[config.mk]
export PLATFORM = sky130hd
export DESIGN_NAME = rotary_slot_allocator_top
export DESIGN_NICKNAME = d
export VERILOG_FILES = /design/src/rsa_pkg.sv /design/src/rsa_ctrl.sv /design/src/rsa_dp.sv /design/src/rotary_slot_allocator_top.sv
export SDC_FILE = /design/constraint.sdc
export NUM_CORES = 1
export LEC_CHECK = 0
export BUFFER_PORTS_ARGS = -buffer_cell sky130_fd_sc_hd__buf_2
export CAP_MARGIN = 15
export CORE_ASPECT_RATIO = 0.9
export CORE_UTILIZATION = 55
export DETAILED_ROUTE_END_ITERATION = 12
export GPL_TIMING_DRIVEN = 0
export PLACE_DENSITY = 0.82
export SLEW_MARGIN = 15
export SYNTH_ARGS = -nofsm -noshare
export SYNTH_HDL_FRONTEND = slang
export SYNTH_SLANG_ARGS = --single-unit
[constraint.sdc]
create_clock -name clk -period 4.5 [get_ports clk]
set_input_delay 1.125 -clock clk [delete_from_list [all_inputs] [get_ports clk]]
set_output_delay 1.125 -clock clk [all_outputs]
set_load 0.01 [all_outputs]
[src/rsa_pkg.sv]
// ----------------------------------------------------------------------------
// rsa_pkg
// Shared widths, request and status codes, and the control/status bundles
// passed between the slot allocator controller and datapath.
// ----------------------------------------------------------------------------
package rsa_pkg;

    // fixed field widths of the request and result transfers
    localparam int CMD_W   = 2;
    localparam int SLOT_W  = 5;
    localparam int STAT_W  = 3;
    localparam int COUNT_W = 6;

    // request codes
    localparam logic [CMD_W-1:0] CMD_PARK     = 2'd0;
    localparam logic [CMD_W-1:0] CMD_RETRIEVE = 2'd1;

    // result status codes
    localparam logic [STAT_W-1:0] STAT_ASSIGNED = 3'd0;
    localparam logic [STAT_W-1:0] STAT_NO_FREE  = 3'd1;
    localparam logic [STAT_W-1:0] STAT_RELEASED = 3'd2;
    localparam logic [STAT_W-1:0] STAT_WRONG    = 3'd3;
    localparam logic [STAT_W-1:0] STAT_UNKNOWN  = 3'd4;

    // controller to datapath commands
    typedef struct packed {
        logic load;     // capture request, restart scan
        logic step;     // evaluate one slot of the scan
        logic commit;   // update state and load the result register
    } rsa_cmd_t;

    // datapath to controller status
    typedef struct packed {
        logic is_park;    // captured request is a park
        logic scan_last;  // scan sits on the last slot
    } rsa_stat_t;

endpackage

[src/rsa_ctrl.sv]
// ----------------------------------------------------------------------------
// rsa_ctrl
// Sequencer for the slot allocator: takes a request, runs the slot scan for
// parks, then commits once the result register is free.
// ----------------------------------------------------------------------------
module rsa_ctrl
    import rsa_pkg::*;
(
    input  logic      clk,
    input  logic      rst_n,
    input  logic      in_valid,
    output logic      in_stall,
    output logic      out_valid,
    input  logic      out_stall,
    output rsa_cmd_t  cmd,
    input  rsa_stat_t stat
);

    typedef enum logic [3:0] {
        ST_IDLE   = 4'b0001,
        ST_DECODE = 4'b0010,
        ST_SCAN   = 4'b0100,
        ST_DONE   = 4'b1000
    } state_t;

    state_t state_reg;
    state_t state_next;
    logic   out_valid_reg;
    logic   out_valid_next;
    logic   out_free;

    // result register can take a new result
    assign out_free = !out_valid_reg || !out_stall;

    // handshake outputs
    assign in_stall  = (state_reg != ST_IDLE);
    assign out_valid = out_valid_reg;

    // next state and commands
    always_comb
    begin
        state_next = state_reg;
        cmd        = '0;
        unique case (state_reg)
            ST_IDLE:
            begin
                if (in_valid)
                begin
                    cmd.load   = 1'b1;
                    state_next = ST_DECODE;
                end
            end
            ST_DECODE:
            begin
                state_next = stat.is_park ? ST_SCAN : ST_DONE;
            end
            ST_SCAN:
            begin
                cmd.step = 1'b1;
                if (stat.scan_last)
                begin
                    state_next = ST_DONE;
                end
            end
            ST_DONE:
            begin
                if (out_free)
                begin
                    cmd.commit = 1'b1;
                    state_next = ST_IDLE;
                end
            end
            default:
            begin
                state_next = ST_IDLE;
            end
        endcase
    end

    // output valid flag
    always_comb
    begin
        out_valid_next = out_valid_reg;
        if (cmd.commit)
        begin
            out_valid_next = 1'b1;
        end
        else if (!out_stall)
        begin
            out_valid_next = 1'b0;
        end
    end

    always_ff @(posedge clk or negedge rst_n)
    begin
        if (!rst_n)
        begin
            state_reg     <= ST_IDLE;
            out_valid_reg <= 1'b0;
        end
        else
        begin
            state_reg     <= state_next;
            out_valid_reg <= out_valid_next;
        end
    end

endmodule

[src/rsa_dp.sv]
// ----------------------------------------------------------------------------
// rsa_dp
// Slot allocator datapath: occupancy bits, free count, carousel position,
// the nearest-free-slot scan unit and the result register.
// ----------------------------------------------------------------------------
module rsa_dp
    import rsa_pkg::*;
#(
    parameter int NUM_SLOTS = 6
)
(
    input  logic               clk,
    input  logic               rst_n,
    input  logic [CMD_W-1:0]   command,
    input  logic [SLOT_W-1:0]  slot_id,
    input  rsa_cmd_t           cmd,
    output rsa_stat_t          stat,
    output logic [STAT_W-1:0]  status,
    output logic [SLOT_W-1:0]  slot,
    output logic [COUNT_W-1:0] free_count
);

    localparam int IDX_W = $clog2(NUM_SLOTS);
    localparam int CNT_W = $clog2(NUM_SLOTS + 1);
    localparam logic [CNT_W-1:0] N_CNT = CNT_W'(NUM_SLOTS);
    localparam logic [IDX_W-1:0] LAST_IDX = IDX_W'(NUM_SLOTS - 1);

    // persistent state
    logic [NUM_SLOTS-1:0] occ_reg;
    logic [NUM_SLOTS-1:0] occ_next;
    logic [CNT_W-1:0]     free_reg;
    logic [CNT_W-1:0]     free_next;
    logic [IDX_W-1:0]     pos_reg;
    logic [IDX_W-1:0]     pos_next;

    // captured request and scan registers
    logic [CMD_W-1:0]     cmd_reg;
    logic [SLOT_W-1:0]    slot_id_reg;
    logic [IDX_W-1:0]     idx_reg;
    logic                 found_reg;
    logic [IDX_W-1:0]     best_reg;
    logic [CNT_W-1:0]     best_dist_reg;

    // result register
    logic [STAT_W-1:0]    status_reg;
    logic [SLOT_W-1:0]    slot_reg;
    logic [COUNT_W-1:0]   free_out_reg;

    logic [CNT_W-1:0]     idx_ext;
    logic [CNT_W-1:0]     pos_ext;
    logic [CNT_W-1:0]     cw;
    logic [CNT_W-1:0]     ccw;
    logic [CNT_W-1:0]     slot_dist;
    logic                 take;
    logic                 id_in_range;
    logic [IDX_W-1:0]     id_idx;
    logic                 id_occupied;
    logic [STAT_W-1:0]    status_next;
    logic [SLOT_W-1:0]    slot_next;

    assign stat.is_park   = (cmd_reg == CMD_PARK);
    assign stat.scan_last = (idx_reg == LAST_IDX);

    // circular distance from the current position to the scanned slot
    always_comb
    begin
        idx_ext = CNT_W'(idx_reg);
        pos_ext = CNT_W'(pos_reg);
        if (idx_ext >= pos_ext)
        begin
            cw = idx_ext - pos_ext;
        end
        else
        begin
            cw = N_CNT - pos_ext + idx_ext;
        end
        ccw       = (cw == '0) ? '0 : (N_CNT - cw);
        slot_dist = (cw < ccw) ? cw : ccw;
        take      = !occ_reg[idx_reg] && (!found_reg || (slot_dist < best_dist_reg));
    end

    // retrieve target check
    assign id_in_range = ({1'b0, slot_id_reg} < (SLOT_W + 1)'(NUM_SLOTS));
    assign id_idx      = slot_id_reg[IDX_W-1:0];
    assign id_occupied = id_in_range && occ_reg[id_idx];

    // state update and result at commit
    always_comb
    begin
        occ_next    = occ_reg;
        free_next   = free_reg;
        pos_next    = pos_reg;
        slot_next   = '0;
        status_next = STAT_UNKNOWN;
        case (cmd_reg)
            CMD_PARK:
            begin
                if (found_reg)
                begin
                    occ_next[best_reg] = 1'b1;
                    if (free_reg != '0)
                    begin
                        free_next = free_reg - 1'b1;
                    end
                    pos_next    = best_reg;
                    slot_next   = SLOT_W'(best_reg);
                    status_next = STAT_ASSIGNED;
                end
                else
                begin
                    status_next = STAT_NO_FREE;
                end
            end
            CMD_RETRIEVE:
            begin
                if (id_occupied)
                begin
                    occ_next[id_idx] = 1'b0;
                    if (free_reg < N_CNT)
                    begin
                        free_next = free_reg + 1'b1;
                    end
                    pos_next    = id_idx;
                    slot_next   = slot_id_reg;
                    status_next = STAT_RELEASED;
                end
                else
                begin
                    status_next = STAT_WRONG;
                end
            end
            default:
            begin
                status_next = STAT_UNKNOWN;
            end
        endcase
    end

    // occupancy, free count and position
    always_ff @(posedge clk or negedge rst_n)
    begin
        if (!rst_n)
        begin
            occ_reg  <= '0;
            free_reg <= N_CNT;
            pos_reg  <= '0;
        end
        else if (cmd.commit)
        begin
            occ_reg  <= occ_next;
            free_reg <= free_next;
            pos_reg  <= pos_next;
        end
    end

    // request capture and scan
    always_ff @(posedge clk or negedge rst_n)
    begin
        if (!rst_n)
        begin
            idx_reg   <= '0;
            found_reg <= 1'b0;
        end
        else if (cmd.load)
        begin
            idx_reg   <= '0;
            found_reg <= 1'b0;
        end
        else if (cmd.step)
        begin
            if (!stat.scan_last)
            begin
                idx_reg <= idx_reg + 1'b1;
            end
            if (take)
            begin
                found_reg <= 1'b1;
            end
        end
    end

    // payload registers
    always_ff @(posedge clk)
    begin
        if (cmd.load)
        begin
            cmd_reg     <= command;
            slot_id_reg <= slot_id;
        end
        if (cmd.step && take)
        begin
            best_reg      <= idx_reg;
            best_dist_reg <= slot_dist;
        end
        if (cmd.commit)
        begin
            status_reg   <= status_next;
            slot_reg     <= slot_next;
            free_out_reg <= COUNT_W'(free_next);
        end
    end

    assign status     = status_reg;
    assign slot       = slot_reg;
    assign free_count = free_out_reg;

endmodule

[src/rotary_slot_allocator_top.sv]
// Park: the result is set by the one-slot-per-cycle nearest free slot scan
// over all slots; the next request is taken after the result is committed.
// Retrieve and unknown requests skip the scan and go straight to commit.
// A new request is taken while the previous result still waits downstream.
// Reset (rst_n, async, active low): all slots empty, count NUM_SLOTS, position 0.
// ----------------------------------------------------------------------------
// rotary_slot_allocator_top
// Slot allocator for a rotating carousel: assigns the nearest free slot on a
// park request and frees an occupied slot on a retrieve request.
// ----------------------------------------------------------------------------
module rotary_slot_allocator_top
    import rsa_pkg::*;
#(
    parameter int NUM_SLOTS = 6
)
(
    input  logic               clk,
    input  logic               rst_n,
    input  logic               in_valid,
    output logic               in_stall,
    input  logic [CMD_W-1:0]   command,
    input  logic [SLOT_W-1:0]  slot_id,
    output logic               out_valid,
    input  logic               out_stall,
    output logic [STAT_W-1:0]  status,
    output logic [SLOT_W-1:0]  slot,
    output logic [COUNT_W-1:0] free_count
);

    rsa_cmd_t  cmd;
    rsa_stat_t stat;

    // sequencer
    rsa_ctrl u_ctrl
    (
        .clk       (clk),
        .rst_n     (rst_n),
        .in_valid  (in_valid),
        .in_stall  (in_stall),
        .out_valid (out_valid),
        .out_stall (out_stall),
        .cmd       (cmd),
        .stat      (stat)
    );

    // state, scan unit and result register
    rsa_dp #(
        .NUM_SLOTS (NUM_SLOTS)
    ) u_dp
    (
        .clk        (clk),
        .rst_n      (rst_n),
        .command    (command),
        .slot_id    (slot_id),
        .cmd        (cmd),
        .stat       (stat),
        .status     (status),
        .slot       (slot),
        .free_count (free_count)
    );

endmodule

After elaboration in Yosys (flattened, before gate mapping)
Cells that the tools add are included.
{"block": "classes", "order_cmp": 10, "n_mux": 46, "bitwise_logic": 3, "n_eq_ne": 14, "reduce_logical": 21, "add_sub_neg": 7}
{"op": "two-way mux 3 bit", "n": 13}
{"op": "case mux 3 bit (2 select lines)", "n": 3}
{"op": "two-way mux 1 bit", "n": 16}
{"op": "two-way mux 4 bit", "n": 4}
{"op": "case mux 4 bit (4 select lines)", "n": 1}
{"op": "< comparator 3 x 4 -> 1 bit (second input constant)", "n": 3}
{"op": "two-way mux 6 bit", "n": 2}
{"op": "case mux 6 bit (2 select lines)", "n": 1}
{"op": "case mux 5 bit (2 select lines)", "n": 1}
{"op": "!= test 2 x 1 -> 1 bit (second input constant)", "n": 4}
{"op": "adder 3 x 1 -> 3 bit (second input constant)", "n": 2}
{"op": "bitwise AND 6 bit", "n": 1}
{"op": "binary-select mux 1 bit (select 3 bit)", "n": 2}
{"op": "demux 1 bit (select 3 bit)", "n": 2}
{"op": "greater-or-equal comparator 3 x 1 -> 1 bit (second input constant)", "n": 2}
{"op": "< comparator 3 bit", "n": 2}
{"op": "!= test 2 bit (second input constant)", "n": 3}
{"op": "inverter 6 bit", "n": 1}
{"op": "bitwise OR 6 bit", "n": 1}
{"op": "nonzero test 2 bit", "n": 3}
{"op": "subtractor 3 bit (first input constant)", "n": 2}
{"op": "logical AND 1 bit", "n": 5}
{"op": "< comparator 5 x 3 -> 1 bit (second input constant)", "n": 1}
{"op": "two-way mux 5 bit", "n": 1}
{"op": "other kinds (20)", "n": 25}
{"block": "totals", "output_inout_bits": 16, "elab_cells": 115, "input_bits": 11, "register_bits": 45}

Longest topological paths before layout
Gate-level depths: netlist (run 1).
{"block": "depth", "word_depth": 13, "ltp_mapped": 14}

Modules after synthesis
Synthesis (run 1) repeated with hierarchy kept, for this count alone.
{"block": "unflattened", "cells_unflattened": 246, "area_unflattened_um2": 2635.0}
{"mod": "rsa_dp", "seq_area_each_um2": 1123.6, "cells_per_inst": 217, "area_per_inst_um2": 2356.0, "instances": 1}
{"mod": "rsa_ctrl", "seq_area_each_um2": 126.4, "cells_per_inst": 29, "area_per_inst_um2": 279.0, "instances": 1}

Worst setup path after synthesis (run 1)
OpenSTA, ideal clock, no wires.
{"block": "synth_timing", "path_type": "reg-to-reg", "startpoint": "reg u_dp.idx_reg[0], in the netlist u_dp.idx_ext[0]", "endpoint": "reg u_dp.best_dist_reg[0] (enable)", "slack_ns": 1.387, "path_buffers": 0, "t_required_ns": 4.137, "synth_period_minus_slack_ns": 3.113, "arrival_ns": 2.750, "path_stages_with_launch": 13, "cell_sequence": "dfrtp_1 > inv_1 > ha_1 > fa_1 > xor2_1 > or2_2 > mux2i_1 > xnor2_1 > ha_1 > a21boi_0 > o21ai_0 > nand2b_1 > a21oi_1"}
{"block": "synth_via", "elab_chain_len": 10, "word_cells_on_any_way": 16}
{"item": "start: declaration", "line": "rsa_dp.sv:39", "source": "logic [IDX_W-1:0] idx_reg;"}
{"item": "start signal: assignment", "line": "rsa_dp.sv:173", "source": "idx_reg <= idx_reg + 1'b1;"}
{"item": "adder 3 bit, or another cell as far along", "line": "rsa_dp.sv:75", "source": "cw = N_CNT - pos_ext + idx_ext;"}
{"item": "two-way mux 3 bit (*)", "line": "rsa_dp.sv:69", "source": "if (idx_ext >= pos_ext)"}
{"item": "subtractor 3 bit or logical NOT 3 bit (tied branches)", "line": "rsa_dp.sv:77", "source": "ccw = (cw == '0) ? '0 : (N_CNT - cw);"}
{"item": "two-way mux 3 bit", "line": "rsa_dp.sv:77"}
{"item": "< comparator 3 bit", "line": "rsa_dp.sv:78", "source": "slot_dist = (cw < ccw) ? cw : ccw;"}
{"item": "two-way mux 3 bit (*)", "line": "rsa_dp.sv:78"}
{"item": "via u_dp.slot_dist[1]", "line": "rsa_dp.sv:53", "source": "logic [CNT_W-1:0] slot_dist;"}
{"item": "< comparator 3 bit (*)", "line": "rsa_dp.sv:79", "source": "take = !occ_reg[idx_reg] && (!found_reg || (slot_dist < best_dist_reg));"}
{"item": "logical OR 1 bit (*)", "line": "rsa_dp.sv:79"}
{"item": "logical AND 1 bit (*)", "line": "rsa_dp.sv:79"}
{"item": "logical AND 1 bit (*)", "line": "rsa_dp.sv:190", "source": "if (cmd.step && take)"}
{"item": "end signal: assignment", "line": "rsa_dp.sv:193", "source": "best_dist_reg <= slot_dist;"}
{"item": "end: declaration", "line": "rsa_dp.sv:42", "source": "logic [CNT_W-1:0] best_dist_reg;"}
Mark *: on every way through the listed nets, which the timed path passes. The rest lies on a longest branch. The select of a mux whose other input is x is not followed.
A chain may end at the register's enable or synchronous reset.

Worst setup path after layout (run 1)
{"block": "layout_timing", "startpoint": "reg u_dp.idx_reg[0], in the netlist u_dp.idx_ext[0]", "endpoint": "reg u_dp.best_dist_reg[1] (enable)"}
The elaborated chain is that of the path after synthesis.

==> flow_metrics.tcl, run 1 <==
set metrics [dict create \
    arrival_ps 3390 \
    die_w_um 74.6 \
    numCtsBuffers 5 \
    synthCells 235 \
    grt_pass1_wl_mm 8.40 \
    largest_reg_flops 6 \
    status "complete, no violations" \
    grt.busiest_layer "met2" \
    fin_skew_ps 10.6 \
    drc 0 \
    ff2ff_path_depth 12 \
    p_leak_nw 1.15 \
    area_growth_pct 11.3 \
    crit_start "u_dp.idx_ext[0]" \
    whs_ps 556 \
    rr_endpoint "u_dp.best_dist_reg[1]" \
    fmax_mhz 291 \
    via_per_inst 5.84 \
    hold_class "flip-flop to flip-flop" \
    dr.pass1.iters 5 \
    synth_top_area_cell "edfxtp_1" \
    yosysMostFrequentCell "edfxtp_1" \
    path_max_fanout 7 \
    reg2reg_slack_ps 1060 \
    max-cap-violations 0 \
    synthAdderAreaFrac_pct 6.52 \
    gp_congestion 0.843 \
    finalSetupViolations 0 \
    ctsResizeCount 0 \
    synthMuxAreaShare_pct 3.36 \
    synth_top_family_by_area "compound AO/OA/AOI/OAI gates" \
    critical_path_class "flip-flop to flip-flop" \
    clkSlewWorstSetupHoldPaths_ps 90 \
    peakVddDrop_mv 0.375 \
    dp_worst_setup_slack_ps 1020 \
    die_h_um 67.4 \
    io_buffers 23 \
    fill_cells 365 \
    insertion_delay_ps 310 \
    grtUsageMet1_pct 31.6 \
    relSlewSlack_pct 61.7 \
    hold_buffers 0 \
    grt_pass1_vias 1765 \
    antenna_found_initial 0 \
    slowest_stage "dfrtp_1" \
    timing.rr.start "u_dp.idx_ext[0]" \
    synth_area_um2 2610 \
    tns_ps 0 \
    critical_path_required_ps 4450 \
    clock_sinks 45 \
    diodes 0 \
    synth_ff_type "edfxtp_1" \
    io-pin-count 27 \
    critPathMaxStageDelay_ps 540 \
    synth_edf_count 24 \
    multi_input_area_um2 1210 \
    synth_xor_area_share_pct 2.68 \
    start_util_pct 57.8 \
    cts_root_buf "clkbuf_8" \
    finalCritPeriodShare_pct 76.4 \
    crit_path_frequent_cell "ha_1" \
    power_mw 1.06 \
    synth_compound_area_share_pct 17.0 \
    synthSimpleGateAreaFrac_pct 16.0 \
    maxSlewViolCount 0 \
    drt-total-wl_mm 5.05 \
    synth_cell_types 66 \
    rsz0062_at_grt "false" \
    coreArea_um2 4520 \
    critPathCaptureType "flip-flop" \
    cts_buffer_depth 2 \
    grt_use_met3_pct 6.57 \
    power_density_nw_per_um2 366 \
    htreeDepth 2 \
    synth_top_cell_area_share_pct 27.6 \
    tritoncts "yes" \
    ys_seq_elements 45 \
    crit_chain "inv_1, ha_1, fa_1, xor2_1, or2_2, mux2i_1, xnor2_1, ha_1, a21boi_0, o21ai_0, nand2b_1, a21oi_1" \
    nets 293 \
    hpwlAfterDp_mm 3.62 \
    grt_use_met2_pct 34.6 \
    rows 23 \
    wl_per_cell_um 15.2 \
    hold_viol 0 \
    synth_area_leaders "edfxtp_1 (28%), dfrtp_1 (17%), ha_1 (5.8%), dfstp_2 (3.0%), a31oi_1 (2.9%)" \
    syn_area_per_cell_um2 11.1 \
    cts_setup_buffers 0 \
    die_area_um2 5030 \
    yosysSeqAreaShare_pct 47.9 \
    drt-initial-drc-count 138 \
    vias 1940 \
    regArea_um2 1250 \
    synth_commonest_cells "edfxtp_1 (24), dfrtp_1 (18), inv_1 (17)" \
    period_minus_slack_ps 3440 \
    antenna_left 0 \
    fin_util_pct 64.3 \
    grt_overflow_total 0 \
    drive_gt1_share_pct 24.4 \
    crit_path_start_kind "flip-flop" \
    worst_slack_ps 1060 \
    crit_path_end "u_dp.best_dist_reg[1]" \
    grt.total_usage_pct 23.0 \
    tightest_slew_ps 575 \
    async_flop_share_pct 46.7 \
    synth_warnings 0 \
    grt_start_max_net_pins 22 \
]
## worst min path at each step
stage	from	end	cells past startpoint
4_1_cts	u_dp.occ_reg[5]	u_dp.occ_reg[5]	1
2_1_floorplan	u_dp.occ_reg[4]	u_dp.occ_reg[4]	1
5_1_grt	u_ctrl.state_reg[0]	u_ctrl.state_reg[0]	1
3_5_place_dp	u_dp.occ_reg[5]	u_dp.occ_reg[5]	1
6_report	u_dp.occ_reg[5]	u_dp.occ_reg[5]	1
3_3_place_gp	u_dp.idx_ext[1]	u_dp.best_reg[1]	0
## critical path, delay by kind of cell, from the launching register on
kind / cells / cell delay, ps
simple gates: 2 / 370
buf+inv: 1 / 80
compound gates: 3 / 760
mux: 1 / 170
fa+ha+maj: 3 / 870
flops: 1 / 540
xor+xnor: 2 / 320
## stage by stage
step	cell area (µm²)	cells
after CTS	2900	332
final	2900	332
after floorplan	2630	239
after global placement	2820	324
after global routing	2900	332
after detailed placement	2820	324
## routing by layer
| metal | wire [µm] | vias up |
|---|---|---|
| li1 | - | 929 |
| met4 | 85 | 0 |
| met3 | 364 | 11 |
| met1 | 2320 | 926 |
| met2 | 2290 | 74 |
| met5 | 0 | - |
## report_power, final
part           internal [mW]  leakage [nW]  switching [mW]
sequential             0.488         0.492          0.0397
clock                  0.107        0.0439           0.137
combinational          0.116         0.618           0.174
total                  0.711          1.15           0.350
## cells in the final DEF, fill, tap and decap left out, types with 2 or more instances in the layout
cell type	n
ha_1	12
nor4b_1	2
buf_2	25
inv_1	17
dfrtp_1	18
a311oi_1	3
and2_1	2
o21ai_0	5
nor2_1	14
or2_1	2
clkbuf_8	5
conb_1	5
nor3_1	6
clkbuf_1	4
a21o_1	2
buf_4	6
xor2_1	3
clkinv_2	2
a21oi_1	14
dfstp_2	3
xnor2_1	5
mux2i_1	5
inv_2	2
nand2b_1	5
nand4_1	7
a31oi_1	12
nand2_1	14
a211oi_1	3
edfxtp_1	24
nor4_2	2
buf_6	2
nor2b_1	2
## cell type report
cell class | count | share of cell area (%)
plain buffers | 14 | 3.19
clock buffers | 5 | 2.37
clock inverters | 3 | 0.603
inverters | 20 | 2.59
multi-input cells | 160 | 41.6
flip-flops and latches | 45 | 43.0
well taps | 62 | 2.67
repair buffers | 23 | 3.96
## cells by family after synthesis
kind of cell	after synthesis
adder cells (fa/ha/maj)	13
AO/OA/AOI/OAI	60
flip-flops	45
buffers and inverters	34
multiplexers	7
XOR/XNOR	8
AND/OR/NAND/NOR	67
other	1
Note: power is estimated with default switching activity, not from simulation.
==> run 2, diff against run 1 <==
- CORE_UTILIZATION: 55 -> 53
- PLACE_DENSITY: 0.82 -> 0.83
- clock period: 4.5 -> 2.81 ns (I/O delays scaled with it)
==> flow_metrics.tcl, run 2 (same netlist as run 1, synthesis figures left out) <==
set metrics [dict create \
    io-pin-count 27 \
    hold_viol 0 \
    die_w_um 76.0 \
    via_per_inst 5.68 \
    path_max_fanout 6 \
    hold_buffers 0 \
    timing.rr.start "u_dp.pos_ext[0]" \
    nets 299 \
    tritoncts "yes" \
    power_mw 1.74 \
    violations "negative setup slack" \
    tns_ps -44.3 \
    dr.pass1.iters 4 \
    grt_pass1_vias 1760 \
    fin_skew_ps 5.74 \
    placed_cell_area_um2 2840 \
    peakVddDrop_mv 0.581 \
    diodes 0 \
    antenna_found_initial 0 \
    finalCritPeriodShare_pct 100 \
    numCtsBuffers 5 \
    power_switching_uw 568 \
    tightest_slew_ps 775 \
    insertion_delay_ps 300 \
    fin_cells 338 \
    start_util_pct 57.0 \
    worst_slack_ps -7.87 \
    grt.total_usage_pct 21.4 \
    status "finished, violations left" \
    layout_commonest_cell "buf_2" \
    grt_pass1_wl_mm 8.45 \
    wl_per_cell_um 14.9 \
    fin_util_pct 65.6 \
    largest_reg_flops 6 \
    rsz0062_at_grt "true" \
    gp_congestion 0.906 \
    drt-initial-drc-count 131 \
    clkSlewWorstSetupHoldPaths_ps 80 \
    arrival_ps 2800 \
    die_h_um 68.6 \
    maxSlewViolCount 0 \
    grt_overflow_total 0 \
    crit_start "u_dp.pos_ext[0]" \
    drt-total-wl_mm 5.04 \
    period_minus_slack_ps 2820 \
    p_leak_nw 1.18 \
    numPlacedInstances 324 \
    fmax_mhz 355 \
    critPathMaxStageDelay_ps 440 \
    slowest_stage "dfrtp_1" \
    internal_power_mw 1.18 \
    antenna_left 0 \
    critPathCaptureType "flip-flop" \
    mostFrequentLayoutCells "buf_2 (25), edfxtp_1 (24), dfrtp_1 (16)" \
    p_comb_share_pct 30.0 \
    max-cap-violations 0 \
    critical_path_required_ps 2790 \
    clockPowerShare_pct 21.7 \
    clock_sinks 45 \
    design_area_um2 3000 \
    grt_start_max_net_pins 22 \
    relSlewSlack_pct 47.7 \
    area_growth_pct 15.1 \
    cts_root_buf "clkbuf_8" \
    cts_buffer_depth 2 \
    finalSetupViolations 6 \
    hold_class "input port to asynchronous set/reset pin" \
    dp_worst_setup_slack_ps -173 \
    drive_gt1_share_pct 29.0 \
    whs_ps 352 \
    coreArea_um2 4580 \
    crit_chain "ha_4, fa_2, xor2_1, or2_4, mux2i_2, xnor2_1, ha_1, a21boi_1, o21ai_1, nand2b_1, a21oi_4" \
    power_density_nw_per_um2 580 \
    hpwlAfterDp_mm 3.63 \
    vias 1921 \
    io_buffers 23 \
    seq_power_share_pct 48.3 \
    crit_path_start_kind "flip-flop" \
    die_area_um2 5210 \
    swShare_pct 32.6 \
    rows 23 \
    drc 0 \
    critical_path_class "flip-flop to flip-flop" \
    htreeDepth 2 \
]
-- run 2: worst max-delay path, delay by kind of cell (launching register included) --
kind,cells,cell delay [ps]
adders and majority gates,3,770
AOI/OAI and AO/OA,3,470
DFF,1,440
and+or+nand+nor,2,350
xor gates and xnor gates,2,310
muxes,1,160
-- run 2: worst paths after layout --
check,cells after the start,slack [ps],to
setup / recovery,11,-8,u_dp.best_dist_reg[2]
min in group clk,2,550,u_ctrl.state_reg[0]
hold reg to reg,1,560,u_ctrl.state_reg[0]
hold / removal,1,350,u_dp.free_reg[0]
setup reg to reg,11,-8,u_dp.best_dist_reg[2]
max in group asynchronous,1,2090,u_dp.pos_ext[1]
-- run 2: routing by layer --
metal  vias to the layer above  wire, µm  global-route usage [%]
li1                        943         -                       -
met1                       897      2440                    29.2
met2                        69      2200                    33.5
met3                        12       344                    5.26
met4                         0        61                    7.93
met5                         -         0                       0
-- run 2: what timing repair did --
action                     in CTS  in global routing
resized for setup               7                  4
buffers inserted                5                  1
pin swaps                       6                  2
setup endpoints to repair       6                  6
-- run 2: cell type report --
| cell class | instances | area [µm²] |
|---|---|---|
| clock inverter | 1 | 3.75 |
| timing repair buffer | 29 | 160 |
| inverter | 20 | 75.1 |
| tap | 62 | 77.6 |
| multi-input combinational | 160 | 1260 |
| clock buffer | 7 | 76.3 |
| fill | 351 | 1570 |
| sequential | 45 | 1250 |
| buffer | 14 | 92.6 |
-- run 2: power groups by stage --
stage               Clock [mW]  Sequential, mW  Combinational (mW)
global placement             0           0.856               0.461
detailed placement           0           0.859               0.474
floorplan                    0           0.847               0.363
finish                   0.378           0.842               0.523
CTS                      0.385           0.841               0.509
global route             0.413           0.850               0.579
==> run 3, diff against run 2 <==
- SYNTH_HIERARCHICAL: default -> 1
==> flow_metrics.tcl, run 3 <==
set metrics [dict create \
    synth_warnings 6 \
    grt_start_max_net_pins 22 \
    synth_edf_count 24 \
    placed_cell_area_um2 2860 \
    power_density_nw_per_um2 528 \
    grt_pass1_wl_mm 8.77 \
    internal_power_mw 1.12 \
    cts_buffer_depth 2 \
    slowest_stage "dfrtp_1" \
    syn_area_per_cell_um2 10.7 \
    fin_skew_ps 9.17 \
    regArea_um2 1250 \
    tns_ps -150 \
    dr.pass1.iters 5 \
    mostFrequentLayoutCells "edfxtp_1 (24), buf_2 (23), nor2_1 (21)" \
    relSlewSlack_pct 61.4 \
    clockPowerShare_pct 23.5 \
    design_area_um2 3040 \
    critical_path_class "flip-flop to flip-flop" \
    p_comb_share_pct 24.8 \
    die_h_um 68.9 \
    fill_cells 356 \
    crit_path_start_kind "flip-flop" \
    finalSetupViolations 6 \
    synth_cell_types 66 \
    grt_pass1_vias 1834 \
    async_flop_share_pct 46.7 \
    peakVddDrop_mv 0.499 \
    tightest_slew_ps 570 \
    multi_input_area_um2 1290 \
    largest_reg_flops 6 \
    hold_class "input port to asynchronous set/reset pin" \
    synth_area_um2 2640 \
    maxSlewViolCount 0 \
    synth_ff_type "edfxtp_1" \
    io_buffers 23 \
    nets 313 \
    hold_buffers 0 \
    fmax_mhz 352 \
    drt-total-wl_mm 5.30 \
    antenna_left 0 \
    crit_chain "ha_4, inv_1, ha_2, xor2_1, xnor2_1, nor2_1, mux2i_2, xnor2_1, ha_1, a21boi_1, o21ai_1, nand2b_1, a21oi_4" \
    via_per_inst 5.73 \
    htreeDepth 2 \
    arrival_ps 2820 \
    max-cap-violations 0 \
    vias 2017 \
    rows 23 \
    diodes 0 \
    yosysSeqAreaShare_pct 47.4 \
    critical_path_required_ps 2790 \
    die_area_um2 5260 \
    start_util_pct 57.2 \
    insertion_delay_ps 290 \
    ys_seq_elements 45 \
    grt_overflow_total 0 \
    clkSlewWorstSetupHoldPaths_ps 80 \
    synth_commonest_cells "edfxtp_1 (24), nor2_1 (21), inv_1 (19), dfrtp_1 (18), nand2_1 (15)" \
    cts_root_buf "clkbuf_8" \
    synth_top_cell_area_share_pct 27.4 \
    violations "negative setup slack" \
    crit_path_frequent_cell "xnor2_1" \
    p_leak_nw 1.26 \
    die_w_um 76.3 \
    wl_per_cell_um 15.1 \
    yosysMostFrequentCell "edfxtp_1" \
    synth_top_area_cell "edfxtp_1" \
    finalCritPeriodShare_pct 101 \
    rsz0062_at_grt "true" \
    antenna_found_initial 0 \
    layout_commonest_cell "edfxtp_1" \
    synthCells 246 \
    tritoncts "yes" \
    drive_gt1_share_pct 25.2 \
    coreArea_um2 4600 \
    worst_slack_ps -29.9 \
    status "finished, violations left" \
    swShare_pct 30.5 \
    drt-initial-drc-count 236 \
    area_growth_pct 15.4 \
    drc 0 \
    path_max_fanout 6 \
    hpwlAfterDp_mm 3.62 \
    grt.total_usage_pct 22.1 \
    power_switching_uw 490 \
    critPathCaptureType "flip-flop" \
    synth_area_leaders "edfxtp_1 (27%), dfrtp_1 (17%), ha_1 (5.7%), dfstp_2 (3.0%), nor2_1 (3.0%)" \
    critPathMaxStageDelay_ps 430 \
    io-pin-count 27 \
    dp_worst_setup_slack_ps -215 \
    power_mw 1.61 \
    hold_viol 0 \
    gp_congestion 0.945 \
    numCtsBuffers 5 \
    clock_sinks 45 \
    seq_power_share_pct 51.7 \
    period_minus_slack_ps 2840 \
]
-- run 3: cell types whose count changed after synthesis, moves of 3 or more --
cell	change
a31oi_1	-7
nand3_1	+4
and2_1	+5
nand4_1	-3
a21oi_1	-6
o21ai_1	+4
nor2_1	+7
o2111ai_1	+3
-- run 3: timing repair --
item / CTS / global route
setup buffers: 8 / 1
setup endpoints to repair: 6 / 6
resized for setup: 6 / 2
pin swaps: 6 / 9
-- run 3: through the flow --
step | cells | hold WS [ps] | utilization, %
after detailed placement | 335 | 506 | 62.1
after floorplan | 250 | 407 | -
after global placement | 335 | 500 | 62.1
after global routing | 352 | 407 | 66.0
final | 352 | 377 | 66.0
after CTS | 351 | 394 | 65.7
-- run 3: kinds of logic (layout without fill, tap and decap cells) --
| kind of cell | count (synthesis) | count (layout) | share of synthesized area (%) |
|---|---|---|---|
| XOR/XNOR | 5 | 5 | 1.66 |
| other | 1 | 5 | 0.142 |
| multiplexers | 10 | 10 | 4.65 |
| AO/OA/AOI/OAI | 58 | 58 | 17.0 |
| buffers and inverters | 32 | 72 | 5.84 |
| adder cells (fa/ha/maj) | 13 | 13 | 6.46 |
| AND/OR/NAND/NOR | 82 | 82 | 16.8 |
| flip-flops | 45 | 45 | 47.4 |
-- run 3: area by class of cell --
type | instances | area share [%]
plain buffers | 12 | 2.59
clock inverters | 1 | 0.165
well taps | 62 | 2.55
multi-input cells | 173 | 42.6
repair buffers | 32 | 6.01
flip-flops and latches | 45 | 41.2
inverters | 20 | 2.47
clock buffers | 7 | 2.51
-- run 3: layer usage --
layer  GRT usage (%)  part of all wire (%)
met3            4.61                   7.0
met5               0                     0
met1            29.0                    46
met2            36.8                    46
met4            7.93                   1.5
-- run 3: power by group through the flow --
stage / combinational [mW] / clock (mW) / sequential (mW)
4_1_cts: 0.389 / 0.388 / 0.830
3_5_place_dp: 0.358 / 0 / 0.849
2_1_floorplan: 0.269 / 0 / 0.836
3_3_place_gp: 0.349 / 0 / 0.845
6_report: 0.399 / 0.377 / 0.830
5_1_grt: 0.441 / 0.413 / 0.841
-- run 3: path summary, 6_finish.rpt --
path | start | to | slack (ps) | cells past startpoint
worst max register to register | u_dp/pos_ext[1] | u_dp/best_dist_reg[2] | -30 | 13
max in group asynchronous | rst_n | u_dp/idx_ext[0] | 2070 | 1
min in group clk | u_dp/pos_ext[2] | u_dp/pos_ext[2] | 520 | 2
worst max-delay path | u_dp/pos_ext[1] | u_dp/best_dist_reg[2] | -30 | 13
worst min-delay path | rst_n | u_dp/idx_ext[1] | 380 | 1
worst min register to register | u_dp/pos_ext[2] | u_dp/pos_ext[2] | 520 | 2
-- run 3: critical path: cells and delay by family, from the launching register on --
kind                       cells  cell delay (ps)
adders and majority gates      3              690
xor gates and xnor gates       3              510
AOI/OAI and AO/OA              3              480
DFF                            1              430
and+or+nand+nor                2              280
muxes                          1              100
buffers and inverters          1               40
